### src/hw/rtl/lif_spiking_gate_classifier_assert.svh
// ----------------------------------------------------------------------------
// Assertion macros for the spiking gate classifier
// Concurrent checks that compile away under synthesis.
// ----------------------------------------------------------------------------
`ifndef LIF_SPIKING_GATE_CLASSIFIER_ASSERT_SVH
`define LIF_SPIKING_GATE_CLASSIFIER_ASSERT_SVH
`ifndef SYNTHESIS
`define LSGC_ASSERT_IMPL(label, clk, rst, a, c) \
  label: assert property (@(posedge clk) disable iff (rst) (a) |-> (c)) \
    else $error("assertion failed");
`define LSGC_ASSERT_NEXT(label, clk, rst, a, c) \
  label: assert property (@(posedge clk) disable iff (rst) (a) |=> (c)) \
    else $error("assertion failed");
`else
`define LSGC_ASSERT_IMPL(label, clk, rst, a, c)
`define LSGC_ASSERT_NEXT(label, clk, rst, a, c)
`endif
`endif

### src/hw/rtl/lsgc_pkg.sv
// ----------------------------------------------------------------------------
// lsgc_pkg
// Constants, tables and helpers shared by the classifier modules.
// ----------------------------------------------------------------------------
`default_nettype none
package lsgc_pkg;
  localparam int NUM_STEPS    = 25;
  localparam int HIDDEN_COUNT = 12;
  localparam int MAX_FEATURES = 5;
  localparam int ROM_ROWS     = 12;
  localparam int HID_W        = $clog2(HIDDEN_COUNT);
  localparam int STEP_W       = $clog2(NUM_STEPS + 1);

  localparam logic [2:0] ADDR_A_LEAK = 3'd0;
  localparam logic [2:0] ADDR_A_THR  = 3'd1;
  localparam logic [2:0] ADDR_B_LEAK = 3'd2;
  localparam logic [2:0] ADDR_B_THR  = 3'd3;

  localparam logic signed [15:0] BIAS1_A = -16'sd1638;
  localparam logic signed [15:0] BIAS1_B = -16'sd2048;
  localparam logic signed [15:0] W2_A    = 16'sd2458;
  localparam logic signed [15:0] W2_B    = 16'sd2253;
  localparam logic signed [15:0] BIAS2_A = -16'sd819;
  localparam logic signed [15:0] BIAS2_B = -16'sd1024;
  localparam logic signed [20:0] MEM_MAX = 21'sd1048575;
  localparam logic signed [20:0] MEM_MIN = -21'sd1048576;

  typedef enum logic [1:0] {ST_IDLE, ST_RUN, ST_DONE} state_t;

  typedef struct packed {
    logic                    start;
    logic                    gate_b;
    logic [15:0]             leak;
    logic [15:0]             thr;
  } lane_ctl_t;

  function automatic logic [12:0] wrom(input logic gb, input logic [3:0] r,
                                       input logic [2:0] i);
    logic [12:0] ta [12][4];
    logic [12:0] tb [12][5];
    ta = '{'{13'd3277,13'd4096,13'd5734,13'd7373},'{13'd3621,13'd3908,13'd6479,13'd6213},
           '{13'd3649,13'd3516,13'd5114,13'd6018},'{13'd3335,13'd3281,13'd5505,13'd7340},
           '{13'd2967,13'd3419,13'd6545,13'd6434},'{13'd2884,13'd3803,13'd5289,13'd5866},
           '{13'd3163,13'd4080,13'd5295,13'd7245},'{13'd3546,13'd3995,13'd6546,13'd6665},
           '{13'd3682,13'd3627,13'd5498,13'd5769},'{13'd3446,13'd3313,13'd5119,13'd7095},
           '{13'd3054,13'd3343,13'd6482,13'd6888},'{13'd2867,13'd3688,13'd5727,13'd5734}};
    tb = '{'{13'd5325,13'd6349,13'd3277,13'd4096,13'd4915},
           '{13'd5842,13'd6066,13'd3621,13'd3908,13'd5474},
           '{13'd5883,13'd5479,13'd3649,13'd3516,13'd4450},
           '{13'd5412,13'd5126,13'd3335,13'd3281,13'd4744},
           '{13'd4860,13'd5333,13'd2967,13'd3419,13'd5523},
           '{13'd4736,13'd5908,13'd2884,13'd3803,13'd4581},
           '{13'd5153,13'd6324,13'd3163,13'd4080,13'd4585},
           '{13'd5728,13'd6198,13'd3546,13'd3995,13'd5524},
           '{13'd5933,13'd5645,13'd3682,13'd3627,13'd4738},
           '{13'd5578,13'd5174,13'd3446,13'd3313,13'd4454},
           '{13'd4991,13'd5219,13'd3054,13'd3343,13'd5476},
           '{13'd4710,13'd5737,13'd2867,13'd3688,13'd4910}};
    if (gb) begin
      return (i < 3'd5) ? tb[r][i] : 13'd0;
    end
    return (i < 3'd4) ? ta[r][i[1:0]] : 13'd0;
  endfunction
endpackage
`default_nettype wire

### src/hw/rtl/lsgc_merge.sv
// ----------------------------------------------------------------------------
// lsgc_merge
// Counts lane spikes into the output neuron and tracks fire and peak.
// ----------------------------------------------------------------------------
`default_nettype none
module lsgc_merge import lsgc_pkg::*; (
  input  wire logic                   clk,
  input  wire lane_ctl_t              ctl,
  input  wire logic [HIDDEN_COUNT-1:0] spikes,
  input  wire logic                   tick,
  output logic                        fired,
  output logic [19:0]                 peak
);
  logic signed [20:0] mem;
  logic signed [21:0] c2;
  logic signed [15:0] cur;
  logic signed [37:0] mprod;
  logic signed [21:0] sum;
  logic signed [20:0] mnew;
  always_comb begin
    c2 = 22'(ctl.gate_b ? BIAS2_B : BIAS2_A)
         + 22'($countones(spikes)) * 22'(ctl.gate_b ? W2_B : W2_A);
    cur = (c2 > 22'sd32767) ? 16'sd32767 : 16'(c2);
    mprod = mem * $signed({1'b0, ctl.leak});
    sum = 22'(mprod >>> 16) + 22'(cur);
    if (sum > 22'(MEM_MAX)) mnew = MEM_MAX;
    else if (sum < 22'(MEM_MIN)) mnew = MEM_MIN;
    else mnew = sum[20:0];
  end
  always_ff @(posedge clk) begin
    if (ctl.start) begin
      mem <= '0; fired <= 1'b0; peak <= '0;
    end else if (tick) begin
      if (mnew > $signed({1'b0, peak})) peak <= mnew[19:0];
      if (mnew >= $signed({5'd0, ctl.thr})) begin
        fired <= 1'b1;
        mem <= mnew - $signed({5'd0, ctl.thr});
      end else begin
        mem <= mnew;
      end
    end
  end
endmodule
`default_nettype wire

### config.mk
export PLATFORM = sky130hd
export DESIGN_NAME = lsgc_merge
export DESIGN_NICKNAME = d
export VERILOG_FILES = /design/src/hw/rtl/lif_spiking_gate_classifier_assert.svh /design/src/hw/rtl/lsgc_pkg.sv /design/src/hw/rtl/lsgc_merge.sv
export SDC_FILE = /design/constraint.sdc
export NUM_CORES = 1
export LEC_CHECK = 0
export ABC_AREA = 1
export BUFFER_PORTS_ARGS = -buffer_cell sky130_fd_sc_hd__buf_2
export CORE_MARGIN = 2
export CORE_UTILIZATION = 50
export DETAILED_ROUTE_END_ITERATION = 10
export HOLD_SLACK_MARGIN = 0.1
export PLACE_DENSITY = 0.67
export SLEW_MARGIN = 20
export SYNTH_ARGS = -nofsm -noshare
export SYNTH_HDL_FRONTEND = slang
export SYNTH_SLANG_ARGS = --single-unit
### constraint.sdc
create_clock -name clk -period 16.7 [get_ports clk]
set_input_delay 3.34 -clock clk [delete_from_list [all_inputs] [get_ports clk]]
set_output_delay 3.34 -clock clk [all_outputs]
set_load 0.005 [all_outputs]
# Word-level counts from Yosys, hierarchy flattened
# Index checks and enable logic that the tools add are counted.
[word_totals]
reg_bits = 42
inputBits = 48
output_inout_bits = 21
wordCells = 32
[op_classes]
add_sub_neg = 14
n_mul = 2
n_lt_le_gt_ge = 5
n_mux = 6
n_reduce_logical = 2
[op_table]
columns = ["cell", "n"]
rows = [
  ["21-bit two-way mux", 3],
  ["21-bit by 17-bit multiplier with 38-bit output", 1],
  ["22-bit by 16-bit adder with 22-bit output", 1],
  ["22-bit by 21-bit > comparator with 1-bit output, second input constant", 1],
  ["22-bit by 21-bit < comparator with 1-bit output, second input constant", 1],
  ["21-bit by 17-bit greater-or-equal comparator with 1-bit output", 1],
  ["21-bit > comparator", 1],
  ["21-bit by 17-bit subtractor with 21-bit output", 1],
  ["11-bit by 18-bit adder with 19-bit output", 1],
  ["19-bit by 16-bit > comparator with 1-bit output, second input constant", 1],
  ["5-bit by 12-bit multiplier with 17-bit output", 1],
  ["16-bit two-way mux", 1],
  ["1-bit by 1-bit adder with 2-bit output", 6],
  ["2-bit by 2-bit adder with 3-bit output", 3],
  ["9-bit two-way mux", 1],
  ["8-bit two-way mux", 1],
  ["4-bit by 3-bit adder with 5-bit output", 1],
  ["3-bit by 3-bit adder with 4-bit output", 1],
  ["2-bit AND reduction", 2],
]

# Longest topological paths before layout
[logic_depth]
word_depth = 14
mapped_depth = 67
depth_no_buf = 65

# Worst setup path before layout
# No wires, ideal clock.
[synth_timing]
path_kind = "in2reg"
start = "in spikes[5]"
end = "reg mem[19]"
setup_ns = 0.109
t_arrival_ns = 13.922
t_required_ns = 16.591
slack_ns = 2.669
cell_stages = 57
n_path_buf = 3
path_cell_list = "fa_1 inv_1 fa_1 fa_1 fa_1 inv_1 ha_1 fa_1 or2_2 nand2_1 nor2_1 or2_2 ha_1 fa_1 inv_1 fa_1 inv_1 nand3_1 (+21 left out) inv_1 ha_1 nand2_1 a21oi_1 nor3_1 o21ai_0 a21oi_1 o21ai_0 a21boi_0 o2111ai_1 inv_2 nand2_4 nand2_4 buf_6 nand2_1 nand3_1 nand2_1 inv_1"
[synth_via]
elab_chain_len = 14
word_cells_on_any_way = 16
cone_classes = "add/sub (7); mul (1); order compare (4); mux (4)"
[synth_lines]
columns = ["item", "line", "text"]
rows = [
  ["from (decl)", "lsgc_merge.sv:9", "input wire logic [HIDDEN_COUNT-1:0] spikes,"],
  ["1-bit by 1-bit adder with 2-bit output (not written as such) (*)", "lsgc_merge.sv:22", "+ 22'($countones(spikes)) * 22'(ctl.gate_b ? W2_B : W2_A);"],
  ["2-bit by 2-bit adder with 3-bit output (not written as such) (*)", "lsgc_merge.sv:22", ""],
  ["3-bit by 3-bit adder with 4-bit output (not written as such) (*)", "lsgc_merge.sv:22", ""],
  ["4-bit by 3-bit adder with 5-bit output (not written as such) (*)", "lsgc_merge.sv:22", ""],
  ["5-bit by 12-bit multiplier with 17-bit output (*)", "lsgc_merge.sv:22", ""],
  ["11-bit by 18-bit adder with 19-bit output (*)", "lsgc_merge.sv:22", ""],
  ["19-bit by 16-bit > comparator with 1-bit output", "lsgc_merge.sv:23", "cur = (c2 > 22'sd32767) ? 16'sd32767 : 16'(c2);"],
  ["16-bit two-way mux (*)", "lsgc_merge.sv:23", ""],
  ["22-bit by 16-bit adder with 22-bit output (*)", "lsgc_merge.sv:25", "sum = 22'(mprod >>> 16) + 22'(cur);"],
  ["22-bit by 21-bit < comparator with 1-bit output", "lsgc_merge.sv:27", "else if (sum < 22'(MEM_MIN)) mnew = MEM_MIN;"],
  ["21-bit two-way mux", "lsgc_merge.sv:27", ""],
  ["21-bit two-way mux (*)", "lsgc_merge.sv:26", "if (sum > 22'(MEM_MAX)) mnew = MEM_MAX;"],
  ["net mnew[2]", "lsgc_merge.sv:19", "logic signed [20:0] mnew;"],
  ["21-bit by 17-bit subtractor with 21-bit output / 21-bit by 17-bit greater-or-equal comparator with 1-bit output (equally long branches)", "lsgc_merge.sv:37, lsgc_merge.sv:35", ""],
  ["21-bit two-way mux (*)", "lsgc_merge.sv:35", "if (mnew >= $signed({5'd0, ctl.thr})) begin"],
  ["to (signal assigned)", "lsgc_merge.sv:37", "mem <= mnew - $signed({5'd0, ctl.thr});"],
  ["to (signal assigned)", "lsgc_merge.sv:39", "mem <= mnew;"],
  ["to (decl)", "lsgc_merge.sv:14", "logic signed [20:0] mem;"],
]
# Mark *: on every way through the listed nets, which the timed path passes. The rest lies on a longest branch.
# A chain may end at the register's enable or synchronous reset.

# Final worst setup path
# Ends and elaborated chain as after synthesis.

==> out/metrics.cfg <==
[worst_setup_path]
end_kind=flop
slowest_delay_ps=530
cp_max_fo=22
crit_family=adder cells
reg2reg_to=mem[19]$_SDFFE_PP0P_
start_kind=input port
cp_slowest_cell=fa_1
rr_worst_depth=55
path_buf_inv=11
arrival_ps=15380
r2r_slack_ps=4410
cpMostUsedCell=nand2_1
path_class=input port to flop
worstPathRequired_ps=16900
crit_path_start=spikes[5]
reg2reg_from=mem[6]$_SDFFE_PP0P_
cp_num_cells=63
crit_end=mem[19]$_SDFFE_PP0P_

[timing]
tns_ps=0
clock.fmax_ghz=0.06587
worstMarginPinSlew_ps=1057
setup_viol=0
hold_viol_final=0
skew_ps=5.269
rsz0062_at_grt=no
final.period_utilization_pct=90.91
period_minus_slack_ps=15180
slew_headroom_pct=29.45
slew_viol_final=0

[logic_synthesis]
ys_seq_elements=42
netlist_area_um2=18500
ys_types=44
syn_inst=2521
avgSynthCellArea_um2=7.338
yosysWarnings=0
seq_area_frac_synth_pct=4.545

[die]
core_um2=36520
die_h_um=196.4
ios=69
row_count=70
initial_core_util_pct=50.65
dieArea_um2=38550
die_w_um=196.4

[routing]
dr.first_iter.drc_count=757
vias=15227
dr.pass1.iters=6
post_drt_wl_per_cell_um=15.49
totalWireLength_mm=46.15
ant_nets=0
avgViaCountPerCell=5.111
drc=0

[layout]
num-fill-cells=3590
drive_gt1_share_pct=4.303
final_common_cell=inv_1
mostFrequentLayoutCells=inv_1 (716), nand2_1 (605), fa_1 (351)
utilization_pct=52.76
area.growth.synth_to_final_pct=4.166
multiInputGateArea_um2=14580
regArea_um2=840.8
layout.nets=3091
design_area_um2=19270

[clock_tree]
clk_latency_ps=300
root_buffer=clkbuf_16
cts_made_buffers=5
cts_tree=built
cts_hold_buffers=0
cts_buffer_depth=2
ctsResizeCount=0
clkSinkCount=42
cts_max_level=2
clkTransAtPathRegs_ps=60
post-cts-setup-buffers=0

[grt]
grt.total_usage_pct=25.13
grt_antenna_before_repair=1
grt_max_degree=41
grt_overflow=0
grt_pass1_vias=16080
grt_pass1_wl_mm=78.13

[placed_design]
io_buffers=68
gp_congestion=0.9343
hpwl_mm=38.22
placed_cell_area_um2=19100

[status]
outcome=complete, no violations

[flow_run]
maxCapViolCount=0

[min_path]
hold_path.class=flop to flop

==> sequential cells by signal, summed over array words and instances, names as in the netlist <==
name and cells:
mem 21, peak 20, fired 1
==> kinds of logic (layout without fill, tap and decap cells) <==
kind of cell,after synthesis,after routing,synth area share [%]
other,2,4,0.04060
DFF,42,42,4.545
buffers and inverters,815,803,16.67
AOI/OAI and AO/OA,235,235,6.953
adders and majority gates,534,534,50.36
xor gates and xnor gates,68,68,3.260
and+or+nand+nor,825,825,18.17
==> metrics by stage <==
step                cells  setup slack, ps  hold slack, ps
global route         2979            402.5           483.5
floorplan            2522             2669           464.2
detailed placement   2970             1318           459.5
CTS                  2978             1578           469.8
finish               2979             1518           469.5
global placement     2970             1817           457.5
==> Yosys cell counts, drive strengths merged <==
cell     number  share of area, %
a211oi        3              0.12
a21boi        1             0.041
a21o          9              0.37
a21oi       133               3.7
a311oi        1             0.047
a31oi         5              0.17
and3          1             0.034
buf           5              0.24
clkbuf       89               1.8
clkinv        1             0.020
conb          2             0.041
dfxtp        42               4.5
fa          351                38
ha          183                12
inv         720                15
nand2       611                13
nand3        84               2.4
nand3b        6              0.24
nand4        17              0.57
nor2         89               1.8
nor3         11              0.30
nor4          4              0.14
o2111ai       1             0.047
o211ai        3              0.15
o21a          3              0.12
o21ai        68               1.9
o21bai        6              0.24
o311ai        1             0.047
o31ai         1             0.041
or2           2             0.068
xnor2        25               1.2
xor2         43               2.1
==> routing by layer <==
metal / share of wire (%) / vias to the layer above / GRT usage (%)
met2: 50 / 343 / 44.98
met3: 4.1 / 80 / 2.413
met4: 2.4 / 0 / 6.313
met1: 43 / 7458 / 32.75
met5: 0 / - / 0
li1: - / 7346 / -
==> worst min-delay path by stage <==
stage / cells past startpoint / startpoint / endpoint
global placement: 1 / fired$_SDFFE_PP0P_ / fired$_SDFFE_PP0P_
floorplan: 1 / fired$_SDFFE_PP0P_ / fired$_SDFFE_PP0P_
CTS: 2 / mem[14]$_SDFFE_PP0P_ / mem[14]$_SDFFE_PP0P_
finish: 1 / fired$_SDFFE_PP0P_ / fired$_SDFFE_PP0P_
detailed placement: 2 / mem[14]$_SDFFE_PP0P_ / mem[14]$_SDFFE_PP0P_
global route: 1 / fired$_SDFFE_PP0P_ / fired$_SDFFE_PP0P_
==> layout make-up <==
class                      count  area share, %
multi-input combinational   1665          75.68
inverter                     721          14.04
sequential                    42          4.363
tap                          468          3.039
timing repair buffer          74          2.000
clock buffer                   5         0.6493
clock inverter                 3         0.2078
antenna                        1        0.01299
Power is not shown: default switching activity piles up to over one toggle a cycle in this logic, so the estimate is an artifact.
