===== config.mk =====
export PLATFORM = sky130hd
export DESIGN_NAME = lsgc_lane
export DESIGN_NICKNAME = d
export VERILOG_FILES = /design/src/hw/rtl/lif_spiking_gate_classifier_assert.svh /design/src/hw/rtl/lsgc_pkg.sv /design/src/hw/rtl/lsgc_lane.sv
export SDC_FILE = /design/constraint.sdc
export NUM_CORES = 2
export LEC_CHECK = 0
export ABC_AREA = 1
export BUFFER_PORTS_ARGS = -buffer_cell sky130_fd_sc_hd__buf_2
export CAP_MARGIN = 20
export CORE_AREA = 10 10 497 353
export CTS_BUF_LIST = sky130_fd_sc_hd__clkbuf_16
export CTS_CLUSTER_DIAMETER = 80
export DETAILED_ROUTE_END_ITERATION = 6
export DIE_AREA = 0 0 507 363
export PLACE_DENSITY = 0.45
export RECOVER_POWER = 100
export REMOVE_ABC_BUFFERS = 1
export SYNTH_ARGS = -nofsm -noshare
export SYNTH_HDL_FRONTEND = slang
export SYNTH_SLANG_ARGS = --single-unit

===== constraint.sdc =====
create_clock -name clk -period 21.9 [get_ports clk]
set_input_delay 2.19 -clock clk [delete_from_list [all_inputs] [get_ports clk]]
set_output_delay 2.19 -clock clk [all_outputs]
set_load 0.01 [all_outputs]

===== src/hw/rtl/lif_spiking_gate_classifier_assert.svh =====
// ----------------------------------------------------------------------------
// Assertion macros for the spiking gate classifier
// Concurrent checks that compile away under synthesis.
// ----------------------------------------------------------------------------
`ifndef LIF_SPIKING_GATE_CLASSIFIER_ASSERT_SVH
`define LIF_SPIKING_GATE_CLASSIFIER_ASSERT_SVH
`ifndef SYNTHESIS
`define LSGC_ASSERT_IMPL(label, clk, rst, a, c) \
  label: assert property (@(posedge clk) disable iff (rst) (a) |-> (c)) \
    else $error("assertion failed");
`define LSGC_ASSERT_NEXT(label, clk, rst, a, c) \
  label: assert property (@(posedge clk) disable iff (rst) (a) |=> (c)) \
    else $error("assertion failed");
`else
`define LSGC_ASSERT_IMPL(label, clk, rst, a, c)
`define LSGC_ASSERT_NEXT(label, clk, rst, a, c)
`endif
`endif


===== src/hw/rtl/lsgc_pkg.sv =====
// ----------------------------------------------------------------------------
// lsgc_pkg
// Constants, tables and helpers shared by the classifier modules.
// ----------------------------------------------------------------------------
`default_nettype none
package lsgc_pkg;
  localparam int NUM_STEPS    = 25;
  localparam int HIDDEN_COUNT = 12;
  localparam int MAX_FEATURES = 5;
  localparam int ROM_ROWS     = 12;
  localparam int HID_W        = $clog2(HIDDEN_COUNT);
  localparam int STEP_W       = $clog2(NUM_STEPS + 1);

  localparam logic [2:0] ADDR_A_LEAK = 3'd0;
  localparam logic [2:0] ADDR_A_THR  = 3'd1;
  localparam logic [2:0] ADDR_B_LEAK = 3'd2;
  localparam logic [2:0] ADDR_B_THR  = 3'd3;

  localparam logic signed [15:0] BIAS1_A = -16'sd1638;
  localparam logic signed [15:0] BIAS1_B = -16'sd2048;
  localparam logic signed [15:0] W2_A    = 16'sd2458;
  localparam logic signed [15:0] W2_B    = 16'sd2253;
  localparam logic signed [15:0] BIAS2_A = -16'sd819;
  localparam logic signed [15:0] BIAS2_B = -16'sd1024;
  localparam logic signed [20:0] MEM_MAX = 21'sd1048575;
  localparam logic signed [20:0] MEM_MIN = -21'sd1048576;

  typedef enum logic [1:0] {ST_IDLE, ST_RUN, ST_DONE} state_t;

  typedef struct packed {
    logic                    start;
    logic                    gate_b;
    logic [15:0]             leak;
    logic [15:0]             thr;
  } lane_ctl_t;

  function automatic logic [12:0] wrom(input logic gb, input logic [3:0] r,
                                       input logic [2:0] i);
    logic [12:0] ta [12][4];
    logic [12:0] tb [12][5];
    ta = '{'{13'd3277,13'd4096,13'd5734,13'd7373},'{13'd3621,13'd3908,13'd6479,13'd6213},
           '{13'd3649,13'd3516,13'd5114,13'd6018},'{13'd3335,13'd3281,13'd5505,13'd7340},
           '{13'd2967,13'd3419,13'd6545,13'd6434},'{13'd2884,13'd3803,13'd5289,13'd5866},
           '{13'd3163,13'd4080,13'd5295,13'd7245},'{13'd3546,13'd3995,13'd6546,13'd6665},
           '{13'd3682,13'd3627,13'd5498,13'd5769},'{13'd3446,13'd3313,13'd5119,13'd7095},
           '{13'd3054,13'd3343,13'd6482,13'd6888},'{13'd2867,13'd3688,13'd5727,13'd5734}};
    tb = '{'{13'd5325,13'd6349,13'd3277,13'd4096,13'd4915},
           '{13'd5842,13'd6066,13'd3621,13'd3908,13'd5474},
           '{13'd5883,13'd5479,13'd3649,13'd3516,13'd4450},
           '{13'd5412,13'd5126,13'd3335,13'd3281,13'd4744},
           '{13'd4860,13'd5333,13'd2967,13'd3419,13'd5523},
           '{13'd4736,13'd5908,13'd2884,13'd3803,13'd4581},
           '{13'd5153,13'd6324,13'd3163,13'd4080,13'd4585},
           '{13'd5728,13'd6198,13'd3546,13'd3995,13'd5524},
           '{13'd5933,13'd5645,13'd3682,13'd3627,13'd4738},
           '{13'd5578,13'd5174,13'd3446,13'd3313,13'd4454},
           '{13'd4991,13'd5219,13'd3054,13'd3343,13'd5476},
           '{13'd4710,13'd5737,13'd2867,13'd3688,13'd4910}};
    if (gb) begin
      return (i < 3'd5) ? tb[r][i] : 13'd0;
    end
    return (i < 3'd4) ? ta[r][i[1:0]] : 13'd0;
  endfunction
endpackage
`default_nettype wire


===== src/hw/rtl/lsgc_lane.sv =====
// ----------------------------------------------------------------------------
// lsgc_lane
// One hidden neuron: forms its current, then steps its membrane once per tick.
// ----------------------------------------------------------------------------
`default_nettype none
module lsgc_lane import lsgc_pkg::*; (
  input  wire logic        clk,
  input  wire logic        rst,
  input  wire lane_ctl_t   ctl,
  input  wire logic [3:0]  row,
  input  wire logic [13:0] norm [MAX_FEATURES],
  input  wire logic        tick,
  output logic             spike
);
  logic signed [15:0] cur;
  logic signed [20:0] mem;
  logic signed [35:0] acc;
  logic signed [37:0] mprod;
  logic signed [21:0] sum;
  logic signed [20:0] mnew;
  always_comb begin
    acc = 36'(ctl.gate_b ? BIAS1_B : BIAS1_A) * 36'sd4096;
    for (int i = 0; i < MAX_FEATURES; i++) begin
      acc = acc + $signed({10'd0, wrom(ctl.gate_b, row, 3'(i))})
                  * $signed({22'd0, norm[i]});
    end
    mprod = mem * $signed({1'b0, ctl.leak});
    sum = 22'(mprod >>> 16) + 22'(cur);
    if (sum > 22'(MEM_MAX)) mnew = MEM_MAX;
    else if (sum < 22'(MEM_MIN)) mnew = MEM_MIN;
    else mnew = sum[20:0];
  end
  always_ff @(posedge clk) begin
    if (rst) begin
      spike <= 1'b0;
    end else if (ctl.start) begin
      spike <= 1'b0;
    end else if (tick) begin
      spike <= (mnew >= $signed({5'd0, ctl.thr}));
    end
    if (ctl.start) begin
      mem <= '0;
      if ((acc >>> 12) > 36'sd32767) cur <= 16'sd32767;
      else if ((acc >>> 12) < -36'sd32768) cur <= -16'sd32768;
      else cur <= 16'(acc >>> 12);
    end else if (tick) begin
      mem <= (mnew >= $signed({5'd0, ctl.thr})) ? mnew - $signed({5'd0, ctl.thr}) : mnew;
    end
  end
endmodule
`default_nettype wire


# Yosys cells after proc, flatten, opt, wreduce, memory -nomap -nowiden
# Memory sizes are Yosys's and may differ from the RTL's.
# Cells that the tools add are included.
dict set report word_totals {
  ff_bits 38
  romBits 1872
  inputBits 111
  wordCells 46
  mem_count 2
}
dict set report op_classes {
  add_sub_neg 7
  multipliers 6
  magnitude_cmp 6
  mux 20
  bitwise_logic 1
  reduce_logical 1
}
# memory words width read_ports rd_clocked_by_memory_dff write_ports line_no
set mem_list {}
lappend mem_list {{(name not given)} 16 65 1 0 0 lsgc_pkg.sv:60} ;# return (i < 3'd5) ? tb[r][i] : 13'd0;
lappend mem_list {{(name not given)} 16 52 1 0 0 lsgc_pkg.sv:62} ;# return (i < 3'd4) ? ta[r][i[1:0]] : 13'd0;
# op count
set op_table {}
lappend op_table {{multiplier 13 x 14 -> 27 bit} 5}
lappend op_table {{2-to-1 mux 13 bit} 10}
lappend op_table {{2-to-1 mux 65 bit} 2}
lappend op_table {{2-to-1 mux 52 bit} 2}
lappend op_table {{2-to-1 mux 21 bit} 3}
lappend op_table {{multiplier 21 x 17 -> 38 bit} 1}
lappend op_table {{adder 32 x 28 -> 33 bit} 1}
lappend op_table {{adder 31 x 28 -> 32 bit} 1}
lappend op_table {{adder 30 x 28 -> 31 bit} 1}
lappend op_table {{adder 29 x 28 -> 30 bit} 1}
lappend op_table {{adder 24 x 28 -> 29 bit} 1}
lappend op_table {{adder 22 x 16 -> 22 bit} 1}
lappend op_table {{greater-than comparator 22 x 21 -> 1 bit (second input constant)} 1}
lappend op_table {{less-than comparator 22 x 21 -> 1 bit (second input constant)} 1}
lappend op_table {{>= comparator 21 x 17 -> 1 bit} 1}
lappend op_table {{greater-than comparator 21 x 16 -> 1 bit (second input constant)} 1}
lappend op_table {{less-than comparator 21 x 16 -> 1 bit (second input constant)} 1}
lappend op_table {{subtractor 21 x 17 -> 21 bit} 1}
lappend op_table {{2-to-1 mux 16 bit} 1}
lappend op_table {{2-to-1 mux 9 bit} 1}
lappend op_table {{>= comparator 5 bit (second input constant)} 1}
lappend op_table {{NOT 4 -> 5 bit} 1}
lappend op_table {{OR reduction 2 bit} 1}
lappend op_table {{2-to-1 mux 1 bit} 1}

# Depth between registers and ports, before layout
dict set report logic_depth {
  word_depth 14
  depth_mapped 70
  ltp_nobuf 67
}

# Worst setup path before layout
# No wires, ideal clock.
dict set report synth_timing {
  path_kind {in2reg}
  from {input row[0]}
  to {register cur[0] (data pin)}
  setup_time_ns 0.253
  t_arrival_ns 11.588
  required_ns 21.647
  setup_slack_ns 10.058
  cell_stages 50
  path_buffers 3
  cell_sequence {clkbuf_1 inv_1 ha_1 nand2_1 inv_1 nor2_1 inv_1 nor3_1 clkbuf_1 nand2_1 fa_1 inv_1 fa_1 fa_1 inv_1 fa_1 fa_1 inv_1 (+14 left out) fa_1 inv_1 fa_1 fa_1 inv_1 ha_1 nand2_1 nor2_1 nand2_1 nor4_1 nand2_1 o2111ai_1 xor2_1 nor2_1 nand2_1 nand2_1 buf_4 nand2_1}
}
dict set report synth_between {
  elab_chain_cells 14
  elab_cells_between_ends 30
  cone_classes {add/sub: 5; mul: 5; order compare: 2; mux: 15; bitwise: 1; memory: 2}
}
# item line_no
set synth_lines {}
lappend synth_lines {{start: declaration} lsgc_lane.sv:10} ;# input wire logic [3:0] row,
lappend synth_lines {{NOT 4 -> 5 bit *} n/a}
lappend synth_lines {{memory read (16 x 65 bit)} n/a}
lappend synth_lines {{2-to-1 mux 65 bit (implied by the code) (2 in a row)} lsgc_pkg.sv:60}
lappend synth_lines {{2-to-1 mux 13 bit} lsgc_pkg.sv:59} ;# if (gb) begin
lappend synth_lines {{2-to-1 mux 13 bit} lsgc_pkg.sv:62}
lappend synth_lines {{multiplier 13 x 14 -> 27 bit} lsgc_lane.sv:25} ;# * $signed({22'd0, norm[i]});
lappend synth_lines {{adder 24 x 28 -> 29 bit} lsgc_lane.sv:24} ;# acc = acc + $signed({10'd0, wrom(ctl.gate_b, row, 3'(i))})
lappend synth_lines {{adder 29 x 28 -> 30 bit} lsgc_lane.sv:24}
lappend synth_lines {{adder 30 x 28 -> 31 bit} lsgc_lane.sv:24}
lappend synth_lines {{adder 31 x 28 -> 32 bit} lsgc_lane.sv:24}
lappend synth_lines {{adder 32 x 28 -> 33 bit *} lsgc_lane.sv:24}
lappend synth_lines {{less-than comparator 21 x 16 -> 1 bit} lsgc_lane.sv:44} ;# else if ((acc >>> 12) < -36'sd32768) cur <= -16'sd32768;
lappend synth_lines {{2-to-1 mux 16 bit} lsgc_lane.sv:44}
lappend synth_lines {{end signal: assignment} lsgc_lane.sv:44}
lappend synth_lines {{end signal: assignment} lsgc_lane.sv:45} ;# else cur <= 16'(acc >>> 12);
lappend synth_lines {{end: declaration} lsgc_lane.sv:15} ;# logic signed [15:0] cur;
# Mark *: on every way between the ends. The rest lies on a longest branch, timed or not. The select of a mux whose other input is x is not followed.
# A chain may end at the register's enable or synchronous reset.

# Final worst setup path
dict set report layout_timing {
  from {input ctl[24] (netlist name)}
  to {register mem[19]}
}
dict set report layout_between {
  elab_chain_cells 7
  elab_cells_between_ends 9
  cone_classes {add/sub: 2; mul: 1; order compare: 3; mux: 3}
}
# item line_no
set layout_lines {}
lappend layout_lines {{start: declaration} lsgc_lane.sv:9} ;# input wire lane_ctl_t ctl,
lappend layout_lines {{multiplier 21 x 17 -> 38 bit *} lsgc_lane.sv:27} ;# mprod = mem * $signed({1'b0, ctl.leak});
lappend layout_lines {{adder 22 x 16 -> 22 bit *} lsgc_lane.sv:28} ;# sum = 22'(mprod >>> 16) + 22'(cur);
lappend layout_lines {{less-than comparator 22 x 21 -> 1 bit} lsgc_lane.sv:30} ;# else if (sum < 22'(MEM_MIN)) mnew = MEM_MIN;
lappend layout_lines {{2-to-1 mux 21 bit} lsgc_lane.sv:30}
lappend layout_lines {{2-to-1 mux 21 bit *} lsgc_lane.sv:29} ;# if (sum > 22'(MEM_MAX)) mnew = MEM_MAX;
lappend layout_lines {{subtractor 21 x 17 -> 21 bit or >= comparator 21 x 17 -> 1 bit (tied branches)} lsgc_lane.sv:47} ;# mem <= (mnew >= $signed({5'd0, ctl.thr})) ? mnew - $signed({5'd0, ctl.thr}) : mnew;
lappend layout_lines {{2-to-1 mux 21 bit *} lsgc_lane.sv:47}
lappend layout_lines {{end signal: assignment} lsgc_lane.sv:47}
lappend layout_lines {{end: declaration} lsgc_lane.sv:16} ;# logic signed [20:0] mem;
# Mark *: on every way between the ends. The rest lies on a longest branch, timed or not.

==> flow_summary.json <==
{
  "status": "finished with violations",
  "failed_checks": "DRC, capacitance limit, slew limit",
  "critPathSlowestCell": "nand2_1",
  "clockBufferDepth": 2,
  "antenna_found_initial": 16,
  "first_pass_iters": 7,
  "clk_latency_ps": 300,
  "syn2layout_area_growth_pct": 5.653,
  "ys_types": 58,
  "worstMarginPinSlew_ps": 2154,
  "holdPathStages": 2,
  "min-delay-start": "mem[0]",
  "post_cts_resize_count": 0,
  "synth_cells": 6474,
  "grt_use_total": 0.1781,
  "final_core_util": 0.3160,
  "fp.dieH_um": 363,
  "async_flop_share": 0,
  "cts_buffers": 5,
  "arrival_ps": 15210,
  "cts_hold_buf": 0,
  "io_buffer_count": 111,
  "synth-seq-cells": 38,
  "gr-total-overflow": 0,
  "grt_max_degree": 50,
  "reg2reg_slack_ps": 8710,
  "tritoncts": "yes",
  "max-slew-margin-rel": -0.4358,
  "final_nets": 8138,
  "vias": 39900,
  "grt_pass1_vias": 41790,
  "worst_setup_path_end_kind": "flip-flop",
  "cts_max_level": 2,
  "crit_required_ps": 22110,
  "synth_top_area_share": 0.4264,
  "synth_common_cells": "inv_1, nand2_1, fa_1",
  "synth_area_mm2": 0.04949,
  "setup_viol": 0,
  "maxCapViolations": 1,
  "synth.avg_cell_area_um2": 7.644,
  "r2r-start": "mem[6]",
  "rows": 125,
  "period_minus_slack_ps": 15010,
  "fin_skew_ps": 8.569,
  "initial_core_util": 0.2991,
  "startpoint_type": "primary input",
  "reg2reg_depth": 60,
  "wl_per_cell_um": 18.83,
  "hp-class": "flip-flop to flip-flop",
  "drc": 5,
  "drt_iter0_drc": 3047,
  "crit_path_max_incr_delay_ps": 880,
  "critPathMaxFanout": 24,
  "drive_gt1_frac": 0.02657,
  "reg2reg_to": "mem[19]",
  "cts_setup_buffers": 0,
  "core_area_mm2": 0.1655,
  "final_max_slew_viol_count": 38,
  "yosysWarnings": 0,
  "cts.sink_count": 38,
  "die_x_um": 507,
  "ant_nets": 0,
  "min_period_over_period": 0.6852,
  "ys_top_cells_by_area": "fa_1, ha_1, inv_1",
  "crit_start": "ctl[24]",
  "io_pins": 112,
  "drt-total-wl_mm": 162.4,
  "path_clk_slew_ps": 70,
  "post-dp-hpwl_mm": 143.1,
  "grt_pass1_wl_mm": 258.2,
  "place.gp.congestion": 0.9060,
  "cpMostUsedCell": "nand2_1",
  "synth_most_common_cell": "inv_1",
  "ys_seq_area_frac": 0.01861,
  "synth_edf_count": 16,
  "worstSetupPathType": "primary input to flip-flop",
  "cts-root-buf": "clkbuf_16",
  "hold_end": "mem[0]",
  "rsz0062_at_grt": "false",
  "hold_viol": 0,
  "yosys.area.top_type": "fa_1",
  "max_freq_mhz": 66.64,
  "fin_setup_tns_ps": 0,
  "dieArea_mm2": 0.1840,
  "vias_per_cell": 4.627,
  "synth_flop_cell": "dfxtp_1"
}
## registers in the layout, summed over array words and instances, names as in the netlist
name	cells
mem	21
spike	1
cur	16
## worst max-delay path by stage
stage,slack [ps],cells after the start,endpoint
after floorplan,9980,44,cur[0]
after global placement,7830,44,cur[13]
after detailed placement,7940,44,cur[3]
after CTS,8220,44,cur[3]
after global routing,5670,61,mem[19]
final,6890,61,mem[19]
## area by class of cell
class,count,area (um^2)
antenna,3,7.507
clock buffer,6,150.1
clock inverter,1,3.754
fill,18200,113200
inverter,1784,6696
multi-input combinational,4433,40980
sequential,38,920.9
tap,2222,2780
timing repair buffer,136,747.0
## through the flow
stage	cells	setup WS, ps	instance area [um^2]	hold slack [ps]
2_1_floorplan	6255	9977	48640	540.6
3_3_place_gp	8612	7830	52180	459.0
3_5_place_dp	8612	7938	52180	457.4
4_1_cts	8619	8219	52330	467.2
5_1_grt	8622	5674	52290	505.4
6_report	8623	6894	52290	466.4
## layout by cell type (no fill, tap or decap), types with 9 or more instances in the layout
cell	count
buf_4	25
a21oi_1	227
edfxtp_1	16
dfxtp_1	22
nor4_1	9
fa_1	1054
nand4_1	14
a31oi_1	15
ha_1	575
o21ai_0	131
xor2_1	106
inv_1	1774
a21boi_0	12
o21bai_1	12
nand2_1	1458
nand3_1	115
buf_2	106
a21o_1	9
xnor2_1	78
nor3_1	18
nor2_1	499
## logic make-up (layout without fill, tap and decap cells)
| kind of cell | Yosys count | in the layout | share of synthesized area |
|---|---|---|---|
| and+or+nand+nor | 2151 | 2151 | 0.1718 |
| buffers and inverters | 2003 | 1927 | 0.1525 |
| adders and majority gates | 1629 | 1629 | 0.5717 |
| AOI/OAI and AO/OA | 469 | 469 | 0.05284 |
| xor gates and xnor gates | 184 | 184 | 0.03256 |
| DFF | 38 | 38 | 0.01861 |
| other | 0 | 3 | 0 |
## worst max-delay path, delay by kind of cell
kind                       cells  cell delay [ps]
AOI/OAI and AO/OA              7             1640
xor gates and xnor gates       1              150
adders and majority gates      9             4170
buffers and inverters         10             1800
and+or+nand+nor               34             5180
## layer usage
layer | routed length (um) | global-route usage | part of all wire
met1 | 87380 | 0.2949 | 0.54
met2 | 63500 | 0.2501 | 0.39
met3 | 10060 | 0.02086 | 0.062
met4 | 1398 | 0.01523 | 0.0086
met5 | 69 | 0 | 0.00042
Power is not shown: default switching activity piles up to over one toggle a cycle in this logic, so the estimate is an artifact.
